## config.mk

```make
export PLATFORM = sky130hd
export DESIGN_NAME = quoted_token_splitter
export DESIGN_NICKNAME = d
export VERILOG_FILES = /design/src/rtl/qts_pkg.sv /design/src/rtl/qts_front.sv /design/src/rtl/qts_fifo.sv /design/src/rtl/qts_back.sv /design/src/rtl/quoted_token_splitter.sv
export SDC_FILE = /design/constraint.sdc
export NUM_CORES = 1
export LEC_CHECK = 0
export BUFFER_PORTS_ARGS = -buffer_cell sky130_fd_sc_hd__buf_2
export CAP_MARGIN = 0
export CORE_UTILIZATION = 66
export DETAILED_ROUTE_END_ITERATION = 6
export PLACE_DENSITY = 0.88
export SLEW_MARGIN = 5
export SYNTH_ARGS = -nofsm -noshare
export SYNTH_HDL_FRONTEND = slang
export SYNTH_SLANG_ARGS = --single-unit
```

## constraint.sdc

```tcl
create_clock -name clk -period 5.4 [get_ports clk]
set_input_delay 0.27 -clock clk [delete_from_list [all_inputs] [get_ports clk]]
set_output_delay 0.27 -clock clk [all_outputs]
set_load 0.005 [all_outputs]
```

## src/rtl/qts_pkg.sv

```systemverilog
package qts_pkg;

	localparam logic [7:0] CH_BSLASH = 8'h5C;
	localparam logic [7:0] CH_QUOTE  = 8'h22;
	localparam logic [7:0] CH_SPACE  = 8'h20;

	localparam logic KIND_BYTE = 1'b0;
	localparam logic KIND_END  = 1'b1;

	typedef struct packed {
		logic       byte_valid;
		logic [7:0] char_out;
		logic       token_end;
		logic       unterminated;
		logic       string_done;
	} res_t;

	typedef struct packed {
		logic two;
		res_t r0;
		res_t r1;
	} pair_t;

	function automatic res_t mk_res(input logic valid, input logic [7:0] ch,
			input logic tend, input logic unterm, input logic done);
		res_t r;
		r.byte_valid   = valid;
		r.char_out     = valid ? ch : 8'h00;
		r.token_end    = tend;
		r.unterminated = unterm;
		r.string_done  = done;
		return r;
	endfunction

endpackage

```

## src/rtl/qts_front.sv

```systemverilog
module qts_front import qts_pkg::*; (
	input  logic        clk,
	input  logic        arst_n,
	input  logic        in_valid,
	output logic        in_ready,
	input  logic        kind,
	input  logic [7:0]  char_in,
	input  logic        cfg_valid,
	output logic        cfg_ready,
	input  logic [15:0] cfg_data,
	output logic        push_valid,
	input  logic        push_ready,
	output pair_t       push_data
);

	typedef enum logic [2:0] {
		M_SKIP     = 3'd0,
		M_PLAIN    = 3'd1,
		M_QUOTED   = 3'd2,
		M_SKIP_RAW = 3'd3,
		M_RAW      = 3'd4
	} mode_t;

	mode_t       mode_q, mode_d;
	logic        bs_q, bs_d;
	logic        has_q, has_d;
	logic [15:0] cnt_q, cnt_d;
	logic [15:0] limit_q;
	logic [15:0] cnt_inc;
	mode_t       close_mode;
	res_t        r0, r1;
	logic [1:0]  n;
	logic        accept;

	assign in_ready  = push_ready;
	assign cfg_ready = 1'b1;
	assign accept    = in_valid && in_ready;

	assign cnt_inc    = (cnt_q != 16'hFFFF) ? cnt_q + 16'd1 : cnt_q;
	assign close_mode = (limit_q != 16'd0 && cnt_inc >= limit_q) ? M_SKIP_RAW : M_SKIP;

	always_comb begin
		r0     = mk_res(1'b0, 8'h00, 1'b0, 1'b0, 1'b0);
		r1     = mk_res(1'b0, 8'h00, 1'b0, 1'b0, 1'b0);
		n      = 2'd0;
		mode_d = mode_q;
		bs_d   = bs_q;
		has_d  = has_q;
		cnt_d  = cnt_q;
		if (kind == KIND_END) begin
			unique case (mode_q)
				M_PLAIN, M_RAW: begin
					r0 = mk_res(1'b0, 8'h00, 1'b1, 1'b0, 1'b1);
					n  = 2'd1;
				end
				M_QUOTED: begin
					if (bs_q) begin
						r0 = mk_res(1'b1, CH_BSLASH, 1'b0, 1'b0, 1'b0);
						r1 = mk_res(1'b0, 8'h00, has_q, has_q, 1'b1);
						n  = 2'd2;
					end else begin
						r0 = mk_res(1'b0, 8'h00, has_q, has_q, 1'b1);
						n  = 2'd1;
					end
				end
				default: begin
					r0 = mk_res(1'b0, 8'h00, 1'b0, 1'b0, 1'b1);
					n  = 2'd1;
				end
			endcase
			mode_d = M_SKIP;
			bs_d   = 1'b0;
			has_d  = 1'b0;
			cnt_d  = 16'd0;
		end else begin
			unique case (mode_q)
				M_PLAIN: begin
					if (char_in == CH_SPACE) begin
						r0     = mk_res(1'b0, 8'h00, 1'b1, 1'b0, 1'b0);
						n      = 2'd1;
						cnt_d  = cnt_inc;
						mode_d = close_mode;
						bs_d   = 1'b0;
						has_d  = 1'b0;
					end else begin
						r0 = mk_res(1'b1, char_in, 1'b0, 1'b0, 1'b0);
						n  = 2'd1;
					end
				end
				M_QUOTED: begin
					if (bs_q) begin
						if (char_in == CH_QUOTE) begin
							r0   = mk_res(1'b1, CH_QUOTE, 1'b0, 1'b0, 1'b0);
							n    = 2'd1;
							bs_d = 1'b0;
						end else if (char_in == CH_BSLASH) begin
							r0 = mk_res(1'b1, CH_BSLASH, 1'b0, 1'b0, 1'b0);
							n  = 2'd1;
						end else begin
							r0   = mk_res(1'b1, CH_BSLASH, 1'b0, 1'b0, 1'b0);
							r1   = mk_res(1'b1, char_in, 1'b0, 1'b0, 1'b0);
							n    = 2'd2;
							bs_d = 1'b0;
						end
					end else if (char_in == CH_QUOTE) begin
						r0     = mk_res(1'b0, 8'h00, 1'b1, 1'b0, 1'b0);
						n      = 2'd1;
						cnt_d  = cnt_inc;
						mode_d = close_mode;
						bs_d   = 1'b0;
						has_d  = 1'b0;
					end else if (char_in == CH_BSLASH) begin
						bs_d  = 1'b1;
						has_d = 1'b1;
					end else begin
						r0    = mk_res(1'b1, char_in, 1'b0, 1'b0, 1'b0);
						n     = 2'd1;
						has_d = 1'b1;
					end
				end
				M_SKIP_RAW: begin
					if (char_in != CH_SPACE) begin
						mode_d = M_RAW;
						r0     = mk_res(1'b1, char_in, 1'b0, 1'b0, 1'b0);
						n      = 2'd1;
					end
				end
				M_RAW: begin
					r0 = mk_res(1'b1, char_in, 1'b0, 1'b0, 1'b0);
					n  = 2'd1;
				end
				default: begin
					if (char_in == CH_QUOTE) begin
						mode_d = M_QUOTED;
						bs_d   = 1'b0;
						has_d  = 1'b0;
					end else if (char_in != CH_SPACE) begin
						mode_d = M_PLAIN;
						r0     = mk_res(1'b1, char_in, 1'b0, 1'b0, 1'b0);
						n      = 2'd1;
					end else begin
						mode_d = M_SKIP;
					end
				end
			endcase
		end
	end

	assign push_valid   = accept && (n != 2'd0);
	assign push_data.two = (n == 2'd2);
	assign push_data.r0 = r0;
	assign push_data.r1 = r1;

	always_ff @(posedge clk or negedge arst_n) begin
		if (!arst_n) begin
			mode_q  <= M_SKIP;
			bs_q    <= 1'b0;
			has_q   <= 1'b0;
			cnt_q   <= 16'd0;
			limit_q <= 16'd0;
		end else begin
			if (accept) begin
				mode_q <= mode_d;
				bs_q   <= bs_d;
				has_q  <= has_d;
				cnt_q  <= cnt_d;
			end
			if (cfg_valid && cfg_ready) begin
				limit_q <= cfg_data;
			end
		end
	end

`ifndef NO_ASSERTIONS
	a_end_clears: assert property (@(posedge clk) disable iff (!arst_n)
		(accept && kind == KIND_END) |=> (mode_q == M_SKIP && cnt_q == 16'd0 && !bs_q))
		else $error("end of string left state behind");
	a_bs_in_quoted: assert property (@(posedge clk) disable iff (!arst_n)
		bs_q |-> (mode_q == M_QUOTED && has_q))
		else $error("held backslash outside a quoted token");
	a_no_push_full: assert property (@(posedge clk) disable iff (!arst_n)
		push_valid |-> push_ready)
		else $error("word pushed into a full queue");
`endif

endmodule

```

## src/rtl/qts_fifo.sv

```systemverilog
module qts_fifo import qts_pkg::*; #(
	parameter int DEPTH = 4
) (
	input  logic  clk,
	input  logic  arst_n,
	input  logic  push_valid,
	output logic  push_ready,
	input  pair_t push_data,
	output logic  pop_valid,
	input  logic  pop_ready,
	output pair_t pop_data
);

	localparam int PW = (DEPTH > 1) ? $clog2(DEPTH) : 1;
	localparam int CW = $clog2(DEPTH + 1);

	pair_t           mem_q [DEPTH];
	logic [PW-1:0]   wr_q, rd_q;
	logic [CW-1:0]   cnt_q;
	logic            do_push, do_pop;

	assign push_ready = (cnt_q != CW'(DEPTH));
	assign pop_valid  = (cnt_q != '0);
	assign pop_data   = mem_q[rd_q];
	assign do_push    = push_valid && push_ready;
	assign do_pop     = pop_valid && pop_ready;

	always_ff @(posedge clk or negedge arst_n) begin
		if (!arst_n) begin
			wr_q  <= '0;
			rd_q  <= '0;
			cnt_q <= '0;
		end else begin
			if (do_push) begin
				wr_q <= (wr_q == PW'(DEPTH - 1)) ? '0 : wr_q + 1'b1;
			end
			if (do_pop) begin
				rd_q <= (rd_q == PW'(DEPTH - 1)) ? '0 : rd_q + 1'b1;
			end
			if (do_push && !do_pop) begin
				cnt_q <= cnt_q + 1'b1;
			end else if (do_pop && !do_push) begin
				cnt_q <= cnt_q - 1'b1;
			end
		end
	end

	always_ff @(posedge clk) begin
		if (do_push) begin
			mem_q[wr_q] <= push_data;
		end
	end

endmodule

```

## src/rtl/qts_back.sv

```systemverilog
module qts_back import qts_pkg::*; (
	input  logic       clk,
	input  logic       arst_n,
	input  logic       pop_valid,
	output logic       pop_ready,
	input  pair_t      pop_data,
	output logic       out_valid,
	input  logic       out_ready,
	output logic       byte_valid,
	output logic [7:0] char_out,
	output logic       token_end,
	output logic       unterminated,
	output logic       string_done
);

	res_t out_q;
	logic out_valid_q;
	logic phase_q;
	logic load;

	assign load      = !out_valid_q || out_ready;
	assign pop_ready = load && (phase_q || !pop_data.two);

	always_ff @(posedge clk or negedge arst_n) begin
		if (!arst_n) begin
			out_valid_q <= 1'b0;
			phase_q     <= 1'b0;
		end else if (load) begin
			out_valid_q <= pop_valid;
			if (pop_valid) begin
				phase_q <= !phase_q && pop_data.two;
			end
		end
	end

	always_ff @(posedge clk) begin
		if (load && pop_valid) begin
			out_q <= phase_q ? pop_data.r1 : pop_data.r0;
		end
	end

	assign out_valid    = out_valid_q;
	assign byte_valid   = out_q.byte_valid;
	assign char_out     = out_q.char_out;
	assign token_end    = out_q.token_end;
	assign unterminated = out_q.unterminated;
	assign string_done  = out_q.string_done;

`ifndef NO_ASSERTIONS
	a_phase_head: assert property (@(posedge clk) disable iff (!arst_n)
		phase_q |-> (pop_valid && pop_data.two))
		else $error("second result pending without a two-result entry");
	a_phase_hold: assert property (@(posedge clk) disable iff (!arst_n)
		(phase_q && !load) |=> phase_q)
		else $error("second result dropped during a stall");
`endif

endmodule

```

## src/rtl/quoted_token_splitter.sv

```systemverilog
// channel   direction  handshake              payload
// in        input      in_valid / in_ready    kind, char_in
// out       output     out_valid / out_ready  byte_valid, char_out, token_end,
//                                             unterminated, string_done
// cfg       input      cfg_valid / cfg_ready  cfg_data (split_limit)
//
// one input word accepted per cycle while the queue has room
// each word yields zero, one or two results, sent one per cycle from the output register while out_ready is high
// a word with two results stays at the head of the queue until its second result is loaded into the output register
// a word's results are written into the queue, then loaded into the output register
// out_ready low fills QUEUE_DEPTH entries, then in_ready drops; cfg_ready is always high
// arst_n clears the scan state, the queue and split_limit to zero
module quoted_token_splitter import qts_pkg::*; #(
	parameter int QUEUE_DEPTH = 4
) (
	input  logic        clk,
	input  logic        arst_n,
	input  logic        in_valid,
	output logic        in_ready,
	input  logic        kind,
	input  logic [7:0]  char_in,
	input  logic        cfg_valid,
	output logic        cfg_ready,
	input  logic [15:0] cfg_data,
	output logic        out_valid,
	input  logic        out_ready,
	output logic        byte_valid,
	output logic [7:0]  char_out,
	output logic        token_end,
	output logic        unterminated,
	output logic        string_done
);

	logic  push_valid, push_ready;
	pair_t push_data;
	logic  pop_valid, pop_ready;
	pair_t pop_data;

	qts_front u_front (
		.clk        (clk),
		.arst_n     (arst_n),
		.in_valid   (in_valid),
		.in_ready   (in_ready),
		.kind       (kind),
		.char_in    (char_in),
		.cfg_valid  (cfg_valid),
		.cfg_ready  (cfg_ready),
		.cfg_data   (cfg_data),
		.push_valid (push_valid),
		.push_ready (push_ready),
		.push_data  (push_data)
	);

	qts_fifo #(
		.DEPTH (QUEUE_DEPTH)
	) u_fifo (
		.clk        (clk),
		.arst_n     (arst_n),
		.push_valid (push_valid),
		.push_ready (push_ready),
		.push_data  (push_data),
		.pop_valid  (pop_valid),
		.pop_ready  (pop_ready),
		.pop_data   (pop_data)
	);

	qts_back u_back (
		.clk          (clk),
		.arst_n       (arst_n),
		.pop_valid    (pop_valid),
		.pop_ready    (pop_ready),
		.pop_data     (pop_data),
		.out_valid    (out_valid),
		.out_ready    (out_ready),
		.byte_valid   (byte_valid),
		.char_out     (char_out),
		.token_end    (token_end),
		.unterminated (unterminated),
		.string_done  (string_done)
	);

endmodule
```

==> flow_metrics.py, run 1 <==
metrics = {
    "synthesis": {
        "syn-cell-area_mm2": 0.00746,
        "yosysMostFrequentCell": "edfxtp_1",
        "yosys-top-cells-count": "edfxtp_1, nand2_1, dfrtp_1",
        "syn_inst": 588,
        "synth_flop_cell": "edfxtp_1",
        "synth-seq-cells": 154,
        "synth_area_leader_cell": "edfxtp_1",
        "synth_fp_nets": 642,
        "yosys.cell_types.count": 68,
        "yosys_warnings": 0,
        "synthArstFlopShare_pct": 29.9,
        "ys_seq_area_share_pct": 58.9,
        "syn_area_per_cell_um2": 12.7,
        "yosys.area.top_type_share_pct": 43.5,
        "synth_edf_count": 108,
        "yosys-top-cells-area": "edfxtp_1, dfrtp_1, mux4_2, nand2_1, ha_1",
    },
    "route": {
        "wl_per_cell_um": 20.8,
        "drt_iter0_drc": 478,
        "vias_per_cell": 6.50,
        "drtPass1Iterations": 7,
        "drt-total-wl_um": 16400,
        "drc": 0,
        "drtAntennaViolNets": 0,
        "vias": 5112,
    },
    "cells_and_area": {
        "n_antenna_cell": 0,
        "drive_gt1_share_pct": 21.4,
        "layout.nets": 687,
        "instances_no_fill": 786,
        "areaGrowthSynthToFinish_pct": 12.6,
    },
    "place": {
        "gp_congestion": 0.948,
        "port_buffers": 43,
        "dp_cells": 754,
        "dp_hpwl_um": 10500,
        "place_ws_ns": 1.75,
    },
    "sta": {
        "clock_skew_ns": 0.00796,
        "worstMarginPinSlew_ns": 1.12,
        "fin_setup_tns_ns": 0,
        "min_period_over_period_pct": 69.9,
        "report.final.slew_viol_count": 0,
        "clock.fmax_ghz": 0.265,
        "finalSetupViolations": 0,
        "timing_hold_violations_final": 0,
        "post-route-min-period_ns": 3.77,
        "fin_ws_ns": 1.63,
        "slew_headroom_pct": 25.6,
        "grt_setup_unrepaired": "no",
    },
    "worst_hold_path": {
        "min_to": "u_back.out_valid$_DFFE_PN0N_",
        "hold_depth": 2,
        "holdCritStartpoint": "out_ready",
        "hold_class": "in2reg",
    },
    "clock_network": {
        "numCtsBuffers": 17,
        "clkLatencyLatePin_ns": 0.42,
        "post_cts_buffers": 0,
        "ctsHoldBuffers": 0,
        "cts_sinks": 154,
        "cts_root_buf": "clkbuf_16",
        "clk_path_buf_depth": 2,
        "cts_tree": "yes",
        "htree_levels": 4,
        "clkTransAtPathRegs_ns": 0.06,
        "post_cts_resized": 0,
    },
    "floorplanning": {
        "ioPinCount": 45,
        "rows": 38,
        "initial_utilization_pct": 68.2,
        "die_y_um": 108,
        "die_area_mm2": 0.0117,
        "die_w_um": 108,
        "core_area_mm2": 0.0109,
    },
    "setup_path": {
        "cp-start-kind": "flip-flop",
        "critical_path.max_fanout": 9,
        "cp-end-kind": "flip-flop",
        "path_class": "reg2reg",
        "ff2ff_path_depth": 12,
        "required_ns": 5.74,
        "rrSetupSlack_ns": 1.63,
        "r2r_start": "u_front.cnt_q[0]$_DFFE_PN0P_",
        "worstPathArrival_ns": 4.12,
        "timing.rr.end": "u_front.mode_q[1]$_DFFE_PN0P_",
    },
    "grt": {
        "grt_overflow": 0,
        "grt_start_max_net_pins": 47,
        "antenna_found_initial": 0,
        "grt_pass1_wl_um": 26600,
        "grt_use_total_pct": 31.1,
        "grt_pass1_vias": 5191,
    },
    "power": {
        "leakagePower_nw": 3.38,
        "max-vdd-ir-drop_mv": 0.501,
        "p_per_area_mw_per_mm2": 490,
    },
    "status": {
        "status": "complete, no violations",
    },
    "flow_run": {
        "drv_cap": 0,
    },
}
## report_power, final
group / leakage [nW] / switching, mW / internal (mW) / total (mW)
clock: 0.286 / 0.473 / 0.726 / 1.20
sequential: 1.61 / 0.143 / 1.58 / 1.72
combinational: 1.49 / 0.674 / 0.515 / 1.19
total: 3.38 / 1.29 / 2.82 / 4.11
## final cells by class
class / instances / area [µm²]
Timing Repair Buffer: 51 / 275
Tap cell: 140 / 175
Inverter: 30 / 113
Sequential cell: 154 / 4390
Clock buffer: 17 / 425
Clock inverter: 15 / 176
Fill cell: 636 / 2530
Multi-Input combinational cell: 379 / 2840
## sequential cells by signal (all words and copies together) (netlist names)
register and count:
u_front.mode_q 3, u_back.byte_valid 1, u_fifo.rd_q 2, u_front.limit_q 16, u_fifo.wr_q 2, u_back.phase_q 1, u_back.token_end 1, u_back.unterminated 1
u_back.out_valid 1, u_front.cnt_q 16, u_front.bs_q 1, u_fifo.cnt_q 3, u_fifo.mem_q 96, u_front.has_q 1, u_back.string_done 1, u_back.char_out 8
## how the worst max path moves through the flow
stage                                 startpoint                       endpoint  slack [ns]  cells after the start
CTS                 u_front.cnt_q[0]$_DFFE_PN0P_  u_front.mode_q[1]$_DFFE_PN0P_        1.65                     12
global placement    u_front.cnt_q[0]$_DFFE_PN0P_  u_front.mode_q[0]$_DFFE_PN0P_        1.96                     12
finish              u_front.cnt_q[0]$_DFFE_PN0P_  u_front.mode_q[1]$_DFFE_PN0P_        1.63                     12
floorplan           u_front.cnt_q[0]$_DFFE_PN0P_  u_front.mode_q[0]$_DFFE_PN0P_        2.21                     12
detailed placement  u_front.cnt_q[0]$_DFFE_PN0P_  u_front.mode_q[1]$_DFFE_PN0P_        1.75                     12
global route        u_front.cnt_q[0]$_DFFE_PN0P_  u_front.mode_q[1]$_DFFE_PN0P_        1.28                     12
## cell families after synthesis
logic type	synth area share (%)
and+or+nand+nor	13.6
DFF	58.9
AOI/OAI and AO/OA	10.0
buffers and inverters	3.00
muxes	8.89
adders and majority gates	4.13
xor gates and xnor gates	1.41
other	0.0503
## per-stage QoR
stage	area (µm²)	power (mW)	hold WS, ns	util (%)
final	8400	4.11	0.0438	76.8
after global routing	8400	4.34	0.0475	76.8
after CTS	8400	4.12	0.0242	76.8
after detailed placement	7800	2.91	0.476	71.3
after global placement	7800	2.83	0.470	71.3
after floorplan	7460	2.57	-0.0256	-
## layer usage
metal | GRT usage [%] | vias up | share of wire [%]
met1 | 37.4 | 2469 | 37
met3 | 8.44 | 54 | 7.8
met4 | 13.5 | 0 | 2.8
met2 | 52.7 | 298 | 52
li1 | - | 2291 | -
met5 | 0 | - | 0
## placed cells by master (no fill, tap or decap), types with 5 or more instances in the layout
cell	Yosys	routed
a21oi_1	27	27
a31o_2	5	5
a31oi_1	8	8
and2_1	10	10
and3_1	14	14
buf_2	8	43
buf_4	2	8
clkbuf_16	0	17
dfrtp_1	46	46
edfxtp_1	108	108
ha_1	23	23
inv_1	30	30
mux2_2	10	10
mux4_2	24	24
nand2_1	88	88
nand3_1	13	13
nand4_1	5	5
nor2_1	23	23
nor3_1	7	7
o21ai_0	35	35
xnor2_1	8	8
## critical path: stages (launching register included)
cell and delay, ns:
dfrtp_1 0.43, ha_1 0.23, nand3_1 0.19, nor4_2 0.64, nand3_1 0.30, nor2_1 0.23
mux2_2 0.36, ha_1 0.29, nand4_1 0.13, nor3_1 0.28, o21ai_0 0.16, a31o_2 0.28
o21ai_0 0.17
(Power assumes the default switching activity.)
==> inputs of run 2 (changes only) <==
- CORE_UTILIZATION: 66 -> 55
- PLACE_DENSITY: 0.88 -> 0.78
- clock period: 5.4 -> 3.2 ns (I/O delays scaled with it)
==> run 2 against run 1 <==
  * Wire length is 3.2% higher
  * Largest power group unchanged
  * Clock skew grew 0.00092 ns
  * Maximum frequency rose by 22%
  * Cell area up 4.5%
  * Final cell count rose by 8.5%
==> flow_metrics.py, run 2 (synthesis results as in run 1) <==
metrics = {
    "clock_network": {
        "clk_path_buf_depth": 2,
        "numCtsBuffers": 17,
        "htree_levels": 4,
        "cts_root_buf": "clkbuf_16",
        "cts_tree": "yes",
        "cts_sinks": 154,
        "clkLatencyLatePin_ns": 0.43,
        "clkTransAtPathRegs_ns": 0.06,
    },
    "sta": {
        "hold_slack_ns": 0.192,
        "timing_hold_violations_final": 0,
        "slew_headroom_pct": 56.7,
        "clock_skew_ns": 0.00888,
        "worstMarginPinSlew_ns": 0.649,
        "finalSetupViolations": 0,
        "min_period_over_period_pct": 96.6,
        "report.final.slew_viol_count": 0,
        "post-route-min-period_ns": 3.09,
        "clock.fmax_ghz": 0.324,
    },
    "setup_path": {
        "path_depth": 12,
        "slowest_stage": "a2111oi_2",
        "path_class": "reg2reg",
        "cp-start-kind": "flip-flop",
        "cpPeakStageDelay_ns": 0.44,
        "path_buf_inv": 0,
        "worstPathCellList": "and4_1, nand4_1, nor2_2, and3_1, nand3_1, o21a_1, ha_1, a2111oi_2, o221ai_1, nor2_1, a31o_2, o21ai_0",
        "ff2ff_path_depth": 12,
        "required_ns": 3.50,
        "worstPathArrival_ns": 3.39,
        "critical_path.max_fanout": 6,
        "cp-end-kind": "flip-flop",
        "path_delay_family": "simple AND/OR/NAND/NOR gates",
    },
    "cells_and_area": {
        "layout.nets": 718,
        "n_antenna_cell": 0,
        "largest_reg_flops": 96,
        "multi_input_area_mm2": 0.00287,
        "top_regs": "u_fifo.mem_q (96), u_front.cnt_q (16), u_front.limit_q (16)",
        "drive_gt1_share_pct": 23.5,
        "areaGrowthSynthToFinish_pct": 17.6,
        "regArea_mm2": 0.00440,
        "nFillCells": 950,
        "top_register": "u_fifo.mem_q",
        "mostFrequentLayoutCells": "edfxtp_1, nand2_1, dfrtp_1",
        "layout_commonest_cell": "edfxtp_1",
    },
    "floorplanning": {
        "die_w_um": 118,
        "ioPinCount": 45,
        "core_area_mm2": 0.0132,
        "rows": 42,
        "die_y_um": 118,
        "die_area_mm2": 0.0140,
        "initial_utilization_pct": 56.3,
    },
    "power": {
        "leakagePower_nw": 3.54,
        "p_per_area_mw_per_mm2": 809,
        "power.total_mw": 7.10,
        "max-vdd-ir-drop_mv": 0.369,
    },
    "status": {
        "status": "complete, no violations",
    },
    "route": {
        "wl_per_cell_um": 19.8,
        "drc": 0,
        "drtPass1Iterations": 5,
        "drtAntennaViolNets": 0,
        "vias": 5094,
        "drt-total-wl_um": 16900,
        "vias_per_cell": 5.97,
        "drt_iter0_drc": 388,
    },
    "place": {
        "gp_congestion": 0.936,
        "port_buffers": 43,
        "dp_hpwl_um": 11000,
    },
    "grt": {
        "grt_use_total_pct": 25.6,
        "busiest_layer": "met2",
        "antenna_found_initial": 0,
        "grt_pass1_vias": 5275,
        "use_met3_pct": 5.02,
        "met2_usage_pct": 46.4,
        "met1_usage_pct": 29.8,
        "grt_start_max_net_pins": 32,
        "grt_overflow": 0,
        "grt_pass1_wl_um": 26800,
    },
    "worst_hold_path": {
        "hold_class": "in2reg",
        "hold_depth": 2,
    },
    "flow_run": {
        "drv_cap": 0,
    },
}
-- run 2: layout make-up --
type	instances	share of cell area (%)
repair buffers	82	6.30
clock inverters	14	2.11
multi-input cells	379	32.7
well taps	176	2.51
flip-flops and latches	154	50.1
clock buffers	18	5.00
inverters	30	1.28
-- run 2: timing repair --
action / CTS / global route
hold buffers: 18 / 0
setup endpoints to repair: 0 / 2
hold endpoints to repair: 42 / 0
resized for setup: 0 / 8
setup buffers: 0 / 1
-- run 2: path summary, 6_finish.rpt --
kind	from	endpoint	slack [ns]
setup / recovery	u_front.cnt_q[2]$_DFFE_PN0P_	u_front.mode_q[1]$_DFFE_PN0P_	0.11
hold / removal	char_in[4]	u_fifo.mem_q[2][19]$_DFFE_PP_	0.19
setup reg to reg	u_front.cnt_q[2]$_DFFE_PN0P_	u_front.mode_q[1]$_DFFE_PN0P_	0.11
hold reg to reg	u_fifo.cnt_q[2]$_DFFE_PN0P_	u_fifo.cnt_q[2]$_DFFE_PN0P_	0.51
max in group asynchronous	arst_n	u_front.limit_q[9]$_DFFE_PN0P_	2.16
min in group asynchronous	arst_n	u_back.out_valid$_DFFE_PN0N_	0.31
-- run 2: power by group --
group / internal, mW / switching (mW)
Combinational: 0.918 / 1.20
Clock: 1.27 / 0.838
Sequential: 2.67 / 0.201
Total: 4.85 / 2.24
-- run 2: layer usage --
layer	share of wire (%)	up-vias
li1	-	2353
met1	40	2537
met2	54	167
met3	4.2	37
met4	2.6	0
met5	0	-
-- run 2: metrics by stage --
stage	TNS (ns)	std cells	area (µm²)	setup WS [ns]	utilization, %
2_1_floorplan	0	588	7460	0.00628	-
3_3_place_gp	0	802	7940	0.304	59.9
3_5_place_dp	0	802	7940	0.119	59.9
4_1_cts	0	852	8740	0.0786	66.0
5_1_grt	-0.0850	853	8780	-0.0491	66.3
6_report	0	853	8780	0.110	66.3
